`src/hw/rtl/assert_macros.svh`:
```
// ----------------------------------------------------------------------------
// assert_macros: shared concurrent assertion helpers
// clocked on clk, disabled while rst_n is low
// ----------------------------------------------------------------------------
`ifndef ASSERT_MACROS_SVH
`define ASSERT_MACROS_SVH

// invariant that holds on every clock edge out of reset
`define ASSERT_ALWAYS(lbl, expr) \
  lbl: assert property (@(posedge clk) disable iff (!rst_n) (expr)) \
    else $error("invariant violated");

// implication checked on every clock edge out of reset
`define ASSERT_IMPLIES(lbl, ante, cons) \
  lbl: assert property (@(posedge clk) disable iff (!rst_n) (ante) |-> (cons)) \
    else $error("implication violated");

// consequence checked in the cycle after the antecedent
`define ASSERT_NEXT(lbl, ante, cons) \
  lbl: assert property (@(posedge clk) disable iff (!rst_n) (ante) |=> (cons)) \
    else $error("next-cycle check violated");

`endif

```
`src/hw/rtl/ple_pkg.sv`:
```
// ----------------------------------------------------------------------------
// ple_pkg: shared types and constants of the positional list engine
// element store sizing, operation and status codes, request and result structs
// ----------------------------------------------------------------------------
package ple_pkg;

  localparam int CAPACITY = 64;
  localparam int ADDR_W   = $clog2(CAPACITY);
  localparam int CNT_W    = $clog2(CAPACITY + 1);
  localparam int POS_W    = 7;
  localparam int ELEM_W   = 8;
  localparam int CMP_W    = ((CNT_W > POS_W) ? CNT_W : POS_W) + 1;

  typedef enum logic [1:0] {
    MODE_GET    = 2'd0,
    MODE_FIND   = 2'd1,
    MODE_INSERT = 2'd2,
    MODE_DELETE = 2'd3
  } ple_mode_t;

  typedef enum logic [1:0] {
    STAT_OK       = 2'd0,
    STAT_BADPOS   = 2'd1,
    STAT_FULL     = 2'd2,
    STAT_NOTFOUND = 2'd3
  } ple_status_t;

  typedef enum logic [1:0] {
    S_IDLE,
    S_SCAN,
    S_PUT,
    S_DONE
  } ple_state_t;

  typedef struct packed {
    ple_mode_t          mode;
    logic [POS_W-1:0]   position;
    logic [ELEM_W-1:0]  value;
  } ple_req_t;

  typedef struct packed {
    ple_status_t        status;
    logic [ELEM_W-1:0]  element;
    logic [POS_W-1:0]   found_position;
    logic [POS_W-1:0]   list_length;
  } ple_rsp_t;

  typedef struct packed {
    logic idle;
    logic done;
  } ple_ctl_t;

endpackage

```
`src/hw/rtl/positional_list_engine.sv`:
```
// get, find and delete walk store cells, insert shifts cells up and then writes the new one
// an append at the end or a rejected request skips the walk; a receiver stall holds results back
// one item at a time: a new request is taken once the last result is in the output register
// the single store read port walks one cell per cycle
// a finished result waits in the output register while the next item is taken
// reset (synchronous, rst_n low): list empty, no result pending, store left as is
// ----------------------------------------------------------------------------
// positional_list_engine: ordered byte list addressed by 1-based position
// get, find, insert and delete over a fixed-capacity element store
// ----------------------------------------------------------------------------
module positional_list_engine import ple_pkg::*; (
  input  logic               clk,
  input  logic               rst_n,
  input  logic               in_valid,
  output logic               in_ready,
  input  logic [1:0]         in_mode,
  input  logic [POS_W-1:0]   in_position,
  input  logic [ELEM_W-1:0]  in_value,
  output logic               out_valid,
  input  logic               out_ready,
  output logic [1:0]         out_status,
  output logic [ELEM_W-1:0]  out_element,
  output logic [POS_W-1:0]   out_found_position,
  output logic [POS_W-1:0]   out_list_length
);

  ple_req_t  req;
  ple_rsp_t  rsp;
  ple_ctl_t  ctl;
  logic      slot_free;
  logic      out_valid_r, out_valid_nxt;
  ple_rsp_t  out_r, out_nxt;

  assign req.mode     = ple_mode_t'(in_mode);
  assign req.position = in_position;
  assign req.value    = in_value;

  assign slot_free = !out_valid_r || out_ready;
  assign in_ready  = ctl.idle;

  ple_core u_core (
    .clk   (clk),
    .rst_n (rst_n),
    .start (in_valid && ctl.idle),
    .req   (req),
    .ack   (slot_free),
    .ctl   (ctl),
    .rsp   (rsp)
  );

  // output register
  always_comb begin
    out_valid_nxt = out_valid_r;
    out_nxt       = out_r;
    if (out_valid_r && out_ready) begin
      out_valid_nxt = 1'b0;
    end
    if (ctl.done && slot_free) begin
      out_valid_nxt = 1'b1;
      out_nxt       = rsp;
    end
  end

  always_ff @(posedge clk) begin
    if (!rst_n) begin
      out_valid_r <= 1'b0;
    end else begin
      out_valid_r <= out_valid_nxt;
    end
  end

  always_ff @(posedge clk) begin
    out_r <= out_nxt;
  end

  assign out_valid          = out_valid_r;
  assign out_status         = out_r.status;
  assign out_element        = out_r.element;
  assign out_found_position = out_r.found_position;
  assign out_list_length    = out_r.list_length;

endmodule

```
`src/hw/rtl/ple_ram.sv`:
```
// ----------------------------------------------------------------------------
// ple_ram: generic single-write, single-read memory
// one write port, one read port with registered read data
// ----------------------------------------------------------------------------
module ple_ram #(
  parameter int WIDTH = 8,
  parameter int DEPTH = 64
) (
  input  logic                       clk,
  input  logic                       we,
  input  logic [$clog2(DEPTH)-1:0]   waddr,
  input  logic [WIDTH-1:0]           wdata,
  input  logic [$clog2(DEPTH)-1:0]   raddr,
  output logic [WIDTH-1:0]           rdata
);

  logic [WIDTH-1:0] mem [DEPTH];
  logic [WIDTH-1:0] rdata_r;

  always_ff @(posedge clk) begin
    if (we) begin
      mem[waddr] <= wdata;
    end
    rdata_r <= mem[raddr];
  end

  assign rdata = rdata_r;

endmodule

```
`src/hw/rtl/ple_core.sv`:
```
// ----------------------------------------------------------------------------
// ple_core: list sequencer
// walks the element store one cell per cycle to get, find, shift up or down
// ----------------------------------------------------------------------------
`include "assert_macros.svh"

module ple_core import ple_pkg::*; (
  input  logic      clk,
  input  logic      rst_n,
  input  logic      start,
  input  ple_req_t  req,
  input  logic      ack,
  output ple_ctl_t  ctl,
  output ple_rsp_t  rsp
);

  ple_state_t         state_r, state_nxt;
  ple_mode_t          mode_r, mode_nxt;
  logic [ADDR_W-1:0]  pos_r, pos_nxt;
  logic [ELEM_W-1:0]  val_r, val_nxt;
  logic [ADDR_W-1:0]  idx_r, idx_nxt;
  logic [ADDR_W-1:0]  end_r, end_nxt;
  logic               more_r, more_nxt;
  logic               rd_vld_r, rd_vld_nxt;
  logic [ADDR_W-1:0]  rd_idx_r, rd_idx_nxt;
  logic               first_r, first_nxt;
  logic [CNT_W-1:0]   count_r, count_nxt;
  ple_status_t        status_r, status_nxt;
  logic [ELEM_W-1:0]  elem_r, elem_nxt;
  logic [POS_W-1:0]   found_r, found_nxt;

  logic               we;
  logic [ADDR_W-1:0]  waddr;
  logic [ELEM_W-1:0]  wdata;
  logic [ADDR_W-1:0]  raddr;
  logic [ELEM_W-1:0]  rdata;

  logic [CMP_W-1:0]   pos_ext;
  logic [CMP_W-1:0]   cnt_ext;

  ple_ram #(
    .WIDTH (ELEM_W),
    .DEPTH (CAPACITY)
  ) u_ram (
    .clk   (clk),
    .we    (we),
    .waddr (waddr),
    .wdata (wdata),
    .raddr (raddr),
    .rdata (rdata)
  );

  always_ff @(posedge clk) begin
    if (!rst_n) begin
      state_r  <= S_IDLE;
      count_r  <= '0;
      more_r   <= 1'b0;
      rd_vld_r <= 1'b0;
    end else begin
      state_r  <= state_nxt;
      count_r  <= count_nxt;
      more_r   <= more_nxt;
      rd_vld_r <= rd_vld_nxt;
    end
  end

  always_ff @(posedge clk) begin
    mode_r   <= mode_nxt;
    pos_r    <= pos_nxt;
    val_r    <= val_nxt;
    idx_r    <= idx_nxt;
    end_r    <= end_nxt;
    rd_idx_r <= rd_idx_nxt;
    first_r  <= first_nxt;
    status_r <= status_nxt;
    elem_r   <= elem_nxt;
    found_r  <= found_nxt;
  end

  assign pos_ext = CMP_W'(req.position);
  assign cnt_ext = CMP_W'(count_r);

  always_comb begin
    state_nxt  = state_r;
    mode_nxt   = mode_r;
    pos_nxt    = pos_r;
    val_nxt    = val_r;
    idx_nxt    = idx_r;
    end_nxt    = end_r;
    more_nxt   = more_r;
    rd_vld_nxt = 1'b0;
    rd_idx_nxt = rd_idx_r;
    first_nxt  = first_r;
    count_nxt  = count_r;
    status_nxt = status_r;
    elem_nxt   = elem_r;
    found_nxt  = found_r;
    we         = 1'b0;
    waddr      = rd_idx_r;
    wdata      = rdata;
    raddr      = idx_r;

    case (state_r)
      S_IDLE: begin
        if (start) begin
          mode_nxt   = req.mode;
          val_nxt    = req.value;
          pos_nxt    = ADDR_W'(pos_ext - CMP_W'(1));
          status_nxt = STAT_OK;
          elem_nxt   = '0;
          found_nxt  = '0;
          first_nxt  = 1'b1;
          more_nxt   = 1'b0;
          state_nxt  = S_DONE;
          case (req.mode)
            MODE_GET, MODE_DELETE: begin
              if (pos_ext == '0 || pos_ext > cnt_ext) begin
                status_nxt = STAT_BADPOS;
              end else begin
                idx_nxt   = ADDR_W'(pos_ext - CMP_W'(1));
                end_nxt   = (req.mode == MODE_GET) ? ADDR_W'(pos_ext - CMP_W'(1)) :
                                                     ADDR_W'(cnt_ext - CMP_W'(1));
                more_nxt  = 1'b1;
                state_nxt = S_SCAN;
              end
            end
            MODE_FIND: begin
              if (count_r == '0) begin
                status_nxt = STAT_NOTFOUND;
              end else begin
                idx_nxt   = '0;
                end_nxt   = ADDR_W'(cnt_ext - CMP_W'(1));
                more_nxt  = 1'b1;
                state_nxt = S_SCAN;
              end
            end
            MODE_INSERT: begin
              if (pos_ext == '0 || pos_ext > cnt_ext + CMP_W'(1)) begin
                status_nxt = STAT_BADPOS;
              end else if (count_r == CNT_W'(CAPACITY)) begin
                status_nxt = STAT_FULL;
              end else if (pos_ext == cnt_ext + CMP_W'(1)) begin
                state_nxt = S_PUT;
              end else begin
                idx_nxt   = ADDR_W'(cnt_ext - CMP_W'(1));
                end_nxt   = ADDR_W'(pos_ext - CMP_W'(1));
                more_nxt  = 1'b1;
                state_nxt = S_SCAN;
              end
            end
            default: begin
              state_nxt = S_IDLE;
            end
          endcase
        end
      end

      S_SCAN: begin
        // issue one read per cycle
        if (more_r) begin
          rd_vld_nxt = 1'b1;
          rd_idx_nxt = idx_r;
          if (idx_r == end_r) begin
            more_nxt = 1'b0;
          end else if (mode_r == MODE_INSERT) begin
            idx_nxt = idx_r - ADDR_W'(1);
          end else begin
            idx_nxt = idx_r + ADDR_W'(1);
          end
        end
        // consume the data read last cycle
        if (rd_vld_r) begin
          case (mode_r)
            MODE_GET: begin
              elem_nxt = rdata;
            end
            MODE_DELETE: begin
              if (first_r) begin
                elem_nxt  = rdata;
                first_nxt = 1'b0;
              end else begin
                we    = 1'b1;
                waddr = rd_idx_r - ADDR_W'(1);
              end
            end
            MODE_INSERT: begin
              we    = 1'b1;
              waddr = rd_idx_r + ADDR_W'(1);
            end
            MODE_FIND: begin
              if (rdata == val_r) begin
                found_nxt  = POS_W'(CNT_W'(rd_idx_r) + CNT_W'(1));
                more_nxt   = 1'b0;
                rd_vld_nxt = 1'b0;
                state_nxt  = S_DONE;
              end
            end
            default: begin
              we = 1'b0;
            end
          endcase
          // last element consumed
          if (!more_r && state_nxt == S_SCAN) begin
            case (mode_r)
              MODE_INSERT: begin
                state_nxt = S_PUT;
              end
              MODE_DELETE: begin
                count_nxt = count_r - CNT_W'(1);
                state_nxt = S_DONE;
              end
              MODE_FIND: begin
                status_nxt = STAT_NOTFOUND;
                state_nxt  = S_DONE;
              end
              default: begin
                state_nxt = S_DONE;
              end
            endcase
          end
        end
      end

      S_PUT: begin
        we        = 1'b1;
        waddr     = pos_r;
        wdata     = val_r;
        count_nxt = count_r + CNT_W'(1);
        state_nxt = S_DONE;
      end

      S_DONE: begin
        if (ack) begin
          state_nxt = S_IDLE;
        end
      end

      default: begin
        state_nxt = S_IDLE;
      end
    endcase
  end

  assign ctl.idle = (state_r == S_IDLE);
  assign ctl.done = (state_r == S_DONE);

  assign rsp.status         = status_r;
  assign rsp.element        = elem_r;
  assign rsp.found_position = found_r;
  assign rsp.list_length    = POS_W'(count_r);

  `ASSERT_ALWAYS(a_count_cap, count_r <= CNT_W'(CAPACITY))
  `ASSERT_IMPLIES(a_no_idle_write, state_r == S_IDLE || state_r == S_DONE, !we)
  `ASSERT_IMPLIES(a_write_in_range, we, CNT_W'(waddr) <= count_r)
  `ASSERT_IMPLIES(a_done_drained, state_r == S_DONE, !more_r && !rd_vld_r)
  `ASSERT_NEXT(a_put_grows, state_r == S_PUT, count_r == $past(count_r) + CNT_W'(1))

endmodule

```
`config.mk`:
```
export PLATFORM = sky130hd
export DESIGN_NAME = positional_list_engine
export DESIGN_NICKNAME = d
export VERILOG_FILES = /design/src/hw/rtl/ple_pkg.sv /design/src/hw/rtl/positional_list_engine.sv /design/src/hw/rtl/ple_ram.sv /design/src/hw/rtl/ple_core.sv
export VERILOG_INCLUDE_DIRS = /design/src /design/src/hw/rtl
export SDC_FILE = /design/constraint.sdc
export NUM_CORES = 1
export LEC_CHECK = 0
export ABC_AREA = 0
export BUFFER_PORTS_ARGS = -buffer_cell sky130_fd_sc_hd__buf_2
export CAP_MARGIN = 20
export CORE_MARGIN = 1
export CORE_UTILIZATION = 55
export DETAILED_ROUTE_END_ITERATION = 8
export PLACE_DENSITY = 0.71
export SETUP_SLACK_MARGIN = 0.2
export SLEW_MARGIN = 20
export SYNTH_ARGS = -nofsm -noshare
export SYNTH_HDL_FRONTEND = slang
export SYNTH_HIERARCHICAL = 1
export SYNTH_SLANG_ARGS = --single-unit
```
`constraint.sdc`:
```
create_clock -name clk -period 4.9 [get_ports clk]
set_clock_uncertainty 0.1 [all_clocks]
set_input_delay 0.245 -clock clk [delete_from_list [all_inputs] [get_ports clk]]
set_output_delay 0.245 -clock clk [all_outputs]
set_load 0.05 [all_outputs]
```
==> insert_results.sql, run 1 <==
INSERT INTO impl_metrics (metric_group, metric, value, unit) VALUES
('clocking', 'htree_levels', '2', ''),
('floorplanning', 'die_h', '217', 'µm'),
('run_status', 'run_status', 'completed', ''),
('placed_design', 'port_buffers', '46', ''),
('routing', 'antenna_left', '0', ''),
('sta', 'timing.final.hold_violations', '0', ''),
('clocking', 'cts-buffers-inserted', '60', ''),
('hold_path', 'timing.hold.worst.class', 'input pin to flop', ''),
('global_routing', 'grt_util_met1', '0.367', ''),
('floorplanning', 'core.rowCount', '78', ''),
('floorplanning', 'die_span_in_x', '217', 'µm'),
('layout', 'fraction_of_layout_cells_with_a_size_suffix_above_1', '0.208', ''),
('global_routing', 'pin_count_of_the_biggest_net_entering_global_routing', '72', ''),
('global_routing', 'grtUsageMet3', '0.0435', ''),
('layout', 'insertedDiodeCount', '0', ''),
('routing', 'drt-wirelength-per-cell', '26.8', 'µm'),
('layout', 'layout.area.seq', '18100', 'µm²'),
('floorplanning', 'design.die.area', '47000', 'µm²'),
('global_routing', 'grt_resource_usage_total', '0.255', ''),
('synthesis', 'synth.yosys.seq_area_share', '0.712', ''),
('synthesis', 'ys.warnings.count', '6', ''),
('placed_design', 'globalplace.congestion', '0.874', ''),
('synthesis', 'postSynthCellCount', '1448', ''),
('synthesis', 'synth_top_area_cell', 'sky130_fd_sc_hd__edfxtp_1', ''),
('clocking', 'clkSlewWorstSetupHoldPaths', '0.06', 'ns'),
('layout', 'area_delta_synth_final', '12.0', '%'),
('sta', 'hold_ws', '0.0325', 'ns'),
('global_routing', 'grtUsageMet2', '0.394', ''),
('power_and_ir_drop', 'total_power_divided_by_cell_area', '634', 'nW/µm²'),
('clocking', 'worst_case_clock_buffer_depth', '3', ''),
('global_routing', 'gr-total-overflow', '0', ''),
('clocking', 'post_cts.resized_instances', '0', ''),
('global_routing', 'number_of_antenna_violations_at_the_first_check_in_global_routing', '1', ''),
('clocking', 'worst_skew_pair.late_latency', '0.64', 'ns'),
('sta', 'final.setup.tns', '0', 'ns'),
('routing', 'detailroute.via_count', '14100', ''),
('sta', 'grt_setup_unrepaired', 'false', ''),
('power_and_ir_drop', 'vdd.ir_drop.worst', '0.576', 'mV'),
('synthesis', 'synth_edf_count', '588', ''),
('floorplanning', 'core_region_area', '45500', 'µm²'),
('sta', 'worstMarginPinSlew', '1.19', 'ns'),
('synthesis', 'yosys_register_bits', '608', ''),
('placed_design', 'place_hpwl', '37300', 'µm'),
('clocking', 'cts_root_buf', 'sky130_fd_sc_hd__clkbuf_16', ''),
('floorplanning', 'pin_count', '47', ''),
('sta', 'post-route-period-util', '0.857', ''),
('critical_path', 'endpoint_class_of_the_critical_path', 'flop', ''),
('synthesis', 'share_of_the_synthesized_area_in_the_top_cell_type', '0.696', ''),
('sta', 'finalSetupViolCount', '0', ''),
('clocking', 'tritoncts', 'built', ''),
('global_routing', 'grt_pass1_wl', '87900', 'µm'),
('sta', 'timing.max_slew.rel_slack', '0.207', ''),
('sta', 'post-route-min-period', '4.20', 'ns'),
('global_routing', 'first_global_vias', '14000', ''),
('layout', 'final_net_count', '1596', ''),
('run', 'maxCapViolCount', '0', ''),
('synthesis', 'avgSynthCellArea', '17.5', 'µm²'),
('critical_path', 'startpoint_type', 'flop', ''),
('synthesis', 'mappedNetlistArea', '25400', 'µm²'),
('synthesis', 'synthFlopType', 'sky130_fd_sc_hd__edfxtp_1', ''),
('floorplanning', 'initial_core_util', '0.558', ''),
('synthesis', 'mappedNetlistNets', '1506', ''),
('routing', 'avgViaCountPerCell', '6.46', ''),
('synthesis', 'synth-async-reset-ratio', '0', ''),
('synthesis', 'synthTopCellsByCount', 'sky130_fd_sc_hd__edfxtp_1 (588), sky130_fd_sc_hd__mux4_2 (124), sky130_fd_sc_hd__nor2_1 (122)', ''),
('critical_path', 'critical_path_required', '5.04', 'ns'),
('routing', 'postRouteWirelength', '58600', 'µm'),
('routing', 'detail_route.first_pass.iterations', '6', ''),
('critical_path', 'path_class', 'flop to flop', ''),
('synthesis', 'number_of_distinct_library_cells_after_synthesis', '79', ''),
('global_routing', 'grt.busiest_layer', 'met2', '');
[metrics by stage]
stage | util | cell area (µm²) | setup WS (ns) | total power (µW) | cells
after floorplan | - | 25400 | 1.47 | 11400 | 1448
after global placement | 0.578 | 26300 | 0.895 | 13300 | 2061
after detailed placement | 0.578 | 26300 | 0.828 | 13400 | 2061
after CTS | 0.625 | 28400 | 0.791 | 18000 | 2188
after global routing | 0.625 | 28400 | 0.410 | 18700 | 2189
final | 0.625 | 28400 | 0.698 | 18000 | 2189
[power by group]
group | internal (µW) | switching (µW) | leakage [µW]
logic | 2080 | 4010 | 0.00276
registers | 7040 | 262 | 0.00549
clock network | 2680 | 1930 | 0.000962
total | 11800 | 6210 | 0.00921
[final cells by class]
class | instances | share of cell area
inverter | 35 | 0.00462
tap | 600 | 0.0264
multi-input combinational | 732 | 0.239
clock inverter | 41 | 0.0154
timing repair buffer | 101 | 0.0247
sequential | 608 | 0.635
clock buffer | 72 | 0.0544
[path summary, 6_finish.rpt]
check	from	to	slack, ns	depth (start not counted)
worst max-delay path	u_core/rd_idx_r[0]	u_core/u_ram/mem[30][0]	0.70	9
worst min-delay path	in_position[3]	u_core/pos_r[3]	0.03	2
worst max register to register	u_core/rd_idx_r[0]	u_core/u_ram/mem[30][0]	0.70	9
worst min register to register	u_core/elem_r[5]	out_element[5]	0.32	0
[flip-flops by register name, indices dropped and copies added (netlist names), 2 cells and up]
register / cells
u_core/state_r: 2
u_core/idx_r: 6
u_core/u_ram/rdata: 8
u_core/u_ram/mem: 512
out_status: 2
u_core/mode_r: 2
out_element: 8
u_core/rd_idx_r: 6
u_core/end_r: 6
out_found_position: 7
u_core/found_r: 7
u_core/status_r: 2
u_core/pos_r: 6
u_core/val_r: 8
out_list_length: 7
u_core/count_r: 7
u_core/elem_r: 8
[cells by family after synthesis]
family | count (synthesis) | synth area share
AOI/OAI and AO/OA | 188 | 0.0513
xor gates and xnor gates | 40 | 0.0138
DFF | 608 | 0.712
adders and majority gates | 37 | 0.0188
and+or+nand+nor | 309 | 0.0600
buffers and inverters | 108 | 0.0202
muxes | 158 | 0.124
[placed cells by master (no fill, tap or decap), types with 5 or more instances in the layout]
cell type and count:
sky130_fd_sc_hd__o221ai_1 9, sky130_fd_sc_hd__clkbuf_1 12, sky130_fd_sc_hd__xor2_1 21, sky130_fd_sc_hd__and2_1 13
sky130_fd_sc_hd__ha_1 35, sky130_fd_sc_hd__a221oi_1 16, sky130_fd_sc_hd__a21o_1 7, sky130_fd_sc_hd__nand3b_1 8
sky130_fd_sc_hd__clkinv_1 16, sky130_fd_sc_hd__bufinv_16 8, sky130_fd_sc_hd__nand4_1 7, sky130_fd_sc_hd__nor4_1 6
sky130_fd_sc_hd__a21oi_1 39, sky130_fd_sc_hd__xnor2_1 19, sky130_fd_sc_hd__o21ai_0 27, sky130_fd_sc_hd__nand3_1 35
sky130_fd_sc_hd__edfxtp_1 588, sky130_fd_sc_hd__nor3_1 12, sky130_fd_sc_hd__mux2_2 10, sky130_fd_sc_hd__clkinv_2 10
sky130_fd_sc_hd__mux2i_1 24, sky130_fd_sc_hd__or3_1 5, sky130_fd_sc_hd__nand2b_1 9, sky130_fd_sc_hd__buf_4 38
sky130_fd_sc_hd__or2_2 8, sky130_fd_sc_hd__buf_2 46, sky130_fd_sc_hd__inv_1 32, sky130_fd_sc_hd__dfxtp_1 20
sky130_fd_sc_hd__nor2b_1 17, sky130_fd_sc_hd__mux4_2 124, sky130_fd_sc_hd__a22oi_1 10, sky130_fd_sc_hd__nand2_1 45
sky130_fd_sc_hd__clkbuf_16 60, sky130_fd_sc_hd__nor2_1 122, sky130_fd_sc_hd__a31oi_1 7, sky130_fd_sc_hd__dlygate4sd3_1 14
sky130_fd_sc_hd__o22ai_1 25
[critical path: stages (launching register included)]
cell and delay, ns:
sky130_fd_sc_hd__edfxtp_1 0.45, sky130_fd_sc_hd__inv_1 0.14, sky130_fd_sc_hd__ha_1 0.25, sky130_fd_sc_hd__or4b_2 0.65, sky130_fd_sc_hd__o311ai_0 0.12, sky130_fd_sc_hd__a22oi_1 0.11, sky130_fd_sc_hd__a21oi_1 0.62, sky130_fd_sc_hd__nand3b_1 0.28
sky130_fd_sc_hd__or2_2 0.46, sky130_fd_sc_hd__nor2_1 0.62
[routing by layer]
layer | wire (µm) | part of all wire
met2 | 27300 | 0.47
met4 | 2000 | 0.034
met5 | 13 | 0.00022
met3 | 5110 | 0.087
met1 | 24200 | 0.41
[repair_timing]
item | CTS | global route
buffers inserted | 0 | 0
hold endpoints to repair | 23 | 0
hold buffers | 14 | 0
No activity file was read; power rests on OpenSTA's default activity.
==> inputs of run 2 (changes only) <==
- CELL_PAD_IN_SITES_DETAIL_PLACEMENT: not set -> 0
- CELL_PAD_IN_SITES_GLOBAL_PLACEMENT: not set -> 1
- CORE_UTILIZATION: 55 -> 54
- PLACE_DENSITY: 0.71 -> not set
- PLACE_DENSITY_LB_ADDON: not set -> 0.1
==> insert_results.sql, run 2 (synthesized netlist as in run 1, its figures left out) <==
INSERT INTO impl_metrics (metric_group, metric, value, unit) VALUES
('clocking', 'tritoncts', 'built', ''),
('clocking', 'worst_case_clock_buffer_depth', '3', ''),
('global_routing', 'number_of_antenna_violations_at_the_first_check_in_global_routing', '0', ''),
('critical_path', 'biggest_fanout_along_the_worst_timing_path', '12', ''),
('clocking', 'clkSlewWorstSetupHoldPaths', '0.06', 'ns'),
('layout', 'layout.cells.most_common', 'sky130_fd_sc_hd__edfxtp_1', ''),
('clocking', 'cts-buffers-inserted', '61', ''),
('sta', 'final.setup.tns', '0', 'ns'),
('clocking', 'cts.sink_count', '608', ''),
('routing', 'route.met3.wl', '4750', 'µm'),
('sta', 'hold_ws', '0.0500', 'ns'),
('routing', 'detailroute.via_count', '13700', ''),
('floorplanning', 'die_h', '219', 'µm'),
('clocking', 'ctsHoldBuffers', '14', ''),
('global_routing', 'gr-total-overflow', '0', ''),
('power_and_ir_drop', 'power.leakage', '0.00939', 'µW'),
('layout', 'final_design_area_no_fill', '28800', 'µm²'),
('critical_path', 'endpoint_class_of_the_critical_path', 'flop', ''),
('clocking', 'htree_levels', '2', ''),
('layout', 'insertedDiodeCount', '0', ''),
('sta', 'layout_setup_ws', '0.785', 'ns'),
('routing', 'wl_met1', '25300', 'µm'),
('routing', 'avgViaCountPerCell', '6.21', ''),
('floorplanning', 'core_region_area', '46500', 'µm²'),
('routing', 'drt-wirelength-per-cell', '26.9', 'µm'),
('floorplanning', 'pin_count', '47', ''),
('critical_path', 'critical_path_required', '5.05', 'ns'),
('placed_design', 'place_hpwl', '37500', 'µm'),
('critical_path', 'cp.arrival', '4.27', 'ns'),
('sta', 'worstMarginPinSlew', '1.07', 'ns'),
('layout', 'mostFrequentLayoutCells', 'sky130_fd_sc_hd__edfxtp_1 (588), sky130_fd_sc_hd__mux4_2 (124), sky130_fd_sc_hd__nor2_1 (122), sky130_fd_sc_hd__clkbuf_16 (62), sky130_fd_sc_hd__buf_2 (46)', ''),
('critical_path', 'max_stage_delay', '0.59', 'ns'),
('power_and_ir_drop', 'total_power_divided_by_cell_area', '646', 'nW/µm²'),
('sta', 'post-route-period-util', '0.840', ''),
('layout', 'fraction_of_layout_cells_with_a_size_suffix_above_1', '0.217', ''),
('hold_path', 'timing.hold.worst.class', 'input pin to flop', ''),
('placed_design', 'placedInstanceArea', '26300', 'µm²'),
('layout', 'top_register', 'u_core/u_ram/mem', ''),
('global_routing', 'grt_resource_usage_total', '0.254', ''),
('critical_path', 'startpoint_type', 'flop', ''),
('floorplanning', 'core.rowCount', '79', ''),
('critical_path', 'path_class', 'flop to flop', ''),
('sta', 'timing.max_slew.rel_slack', '0.284', ''),
('run', 'maxCapViolCount', '0', ''),
('floorplanning', 'die_span_in_x', '219', 'µm'),
('sta', 'finalSetupViolCount', '0', ''),
('critical_path', 'rrSetupSlack', '0.79', 'ns'),
('routing', 'postRouteWirelength', '59200', 'µm'),
('critical_path', 'critical-path-top-cell-by-count', 'sky130_fd_sc_hd__nor2_1', ''),
('routing', 'detail_route.iter0.violations', '1532', ''),
('placed_design', 'port_buffers', '46', ''),
('clocking', 'worst_skew_pair.late_latency', '0.64', 'ns'),
('sta', 'post-route-min-period', '4.11', 'ns'),
('global_routing', 'first_global_vias', '13300', ''),
('critical_path', 'cp_slowest_cell', 'sky130_fd_sc_hd__nor2_1', ''),
('layout', 'number_of_flip_flops_in_the_largest_register', '512', ''),
('placed_design', 'dp_worst_setup_slack', '0.809', 'ns'),
('global_routing', 'pin_count_of_the_biggest_net_entering_global_routing', '114', ''),
('routing', 'route.detailed.drc', '0', ''),
('floorplanning', 'design.die.area', '47800', 'µm²'),
('run_status', 'run_status', 'completed', ''),
('global_routing', 'grt_pass1_wl', '87200', 'µm'),
('sta', 'maxSlewViolCount', '0', ''),
('critical_path', 'worstPathCellList', 'ha_1 > inv_1 > nor2_1 > nand2_1 > o221ai_1 > or3b_2 > or2_2 > nor2_1', ''),
('sta', 'timing.final.hold_violations', '0', ''),
('layout', 'area_delta_synth_final', '13.5', '%'),
('routing', 'route.top_layer_used', 'met4', ''),
('power_and_ir_drop', 'vdd.ir_drop.worst', '0.520', 'mV'),
('placed_design', 'globalplace.congestion', '0.828', ''),
('sta', 'grt_setup_unrepaired', 'false', ''),
('layout', 'layout.core_utilization', '0.620', ''),
('clocking', 'cts_root_buf', 'sky130_fd_sc_hd__clkbuf_16', ''),
('routing', 'detail_route.first_pass.iterations', '5', ''),
('clocking', 'post_cts_setup_inserts', '0', ''),
('clocking', 'post_cts.resized_instances', '0', ''),
('routing', 'antenna_left', '0', ''),
('routing', 'met2_wirelength', '27300', 'µm'),
('sta', 'clock.fmax', '243', 'MHz'),
('floorplanning', 'initial_core_util', '0.546', ''),
('layout', 'final_net_count', '1599', '');
## run 2: changes by cell type in the layout (fill, tap and decap cells not counted), sizes merged
cell | previous run | this run
bufinv | 8 | 16
clkinv | 29 | 19
inv | 36 | 35
clkbuf | 73 | 77
clkinvlp | 3 | 4
buf | 86 | 88
## run 2: final timing paths
kind | start | depth (start not counted) | endpoint
max | u_core/state_r[1] | 8 | u_core/u_ram/mem[12][4]
min reg2reg | u_core/found_r[3] | 0 | out_found_position[3]
min | in_position[2] | 2 | u_core/pos_r[2]
max reg2reg | u_core/state_r[1] | 8 | u_core/u_ram/mem[12][4]
## run 2: routing by layer
layer,vias to the layer above,global-route usage
met3,108,0.0509
met2,555,0.382
met4,0,0.0910
met1,6999,0.369
met5,-,0
li1,5993,-
## run 2: worst max-delay path, delay by kind of cell, from the launching register on
family	cells	cell delay [ns]
flops	1	0.45
simple gates	5	2.00
fa+ha+maj	1	0.57
compound gates	1	0.25
buf+inv	1	0.36
## run 2: final cells by class
type                    instances  area, µm²
repair buffers                103        741
multi-input cells             732       6810
inverters                      35        131
clock inverters                39        633
flip-flops and latches        608      18100
fillers                      3309      17700
clock buffers                  76       1660
well taps                     607        759
## run 2: power by group
part           switching (µW)  total [µW]  leakage (µW)  internal [µW]
sequential                226        7260       0.00549           7040
clock                    1980        5230       0.00111           3250
combinational            4010        6100       0.00279           2090
total                    6210       18600       0.00939          12400
## run 2: metrics by stage
stage	total power (µW)	instances
floorplan	11400	1448
global placement	13400	2069
detailed placement	13500	2069
CTS	18700	2198
global route	19400	2200
finish	18600	2200
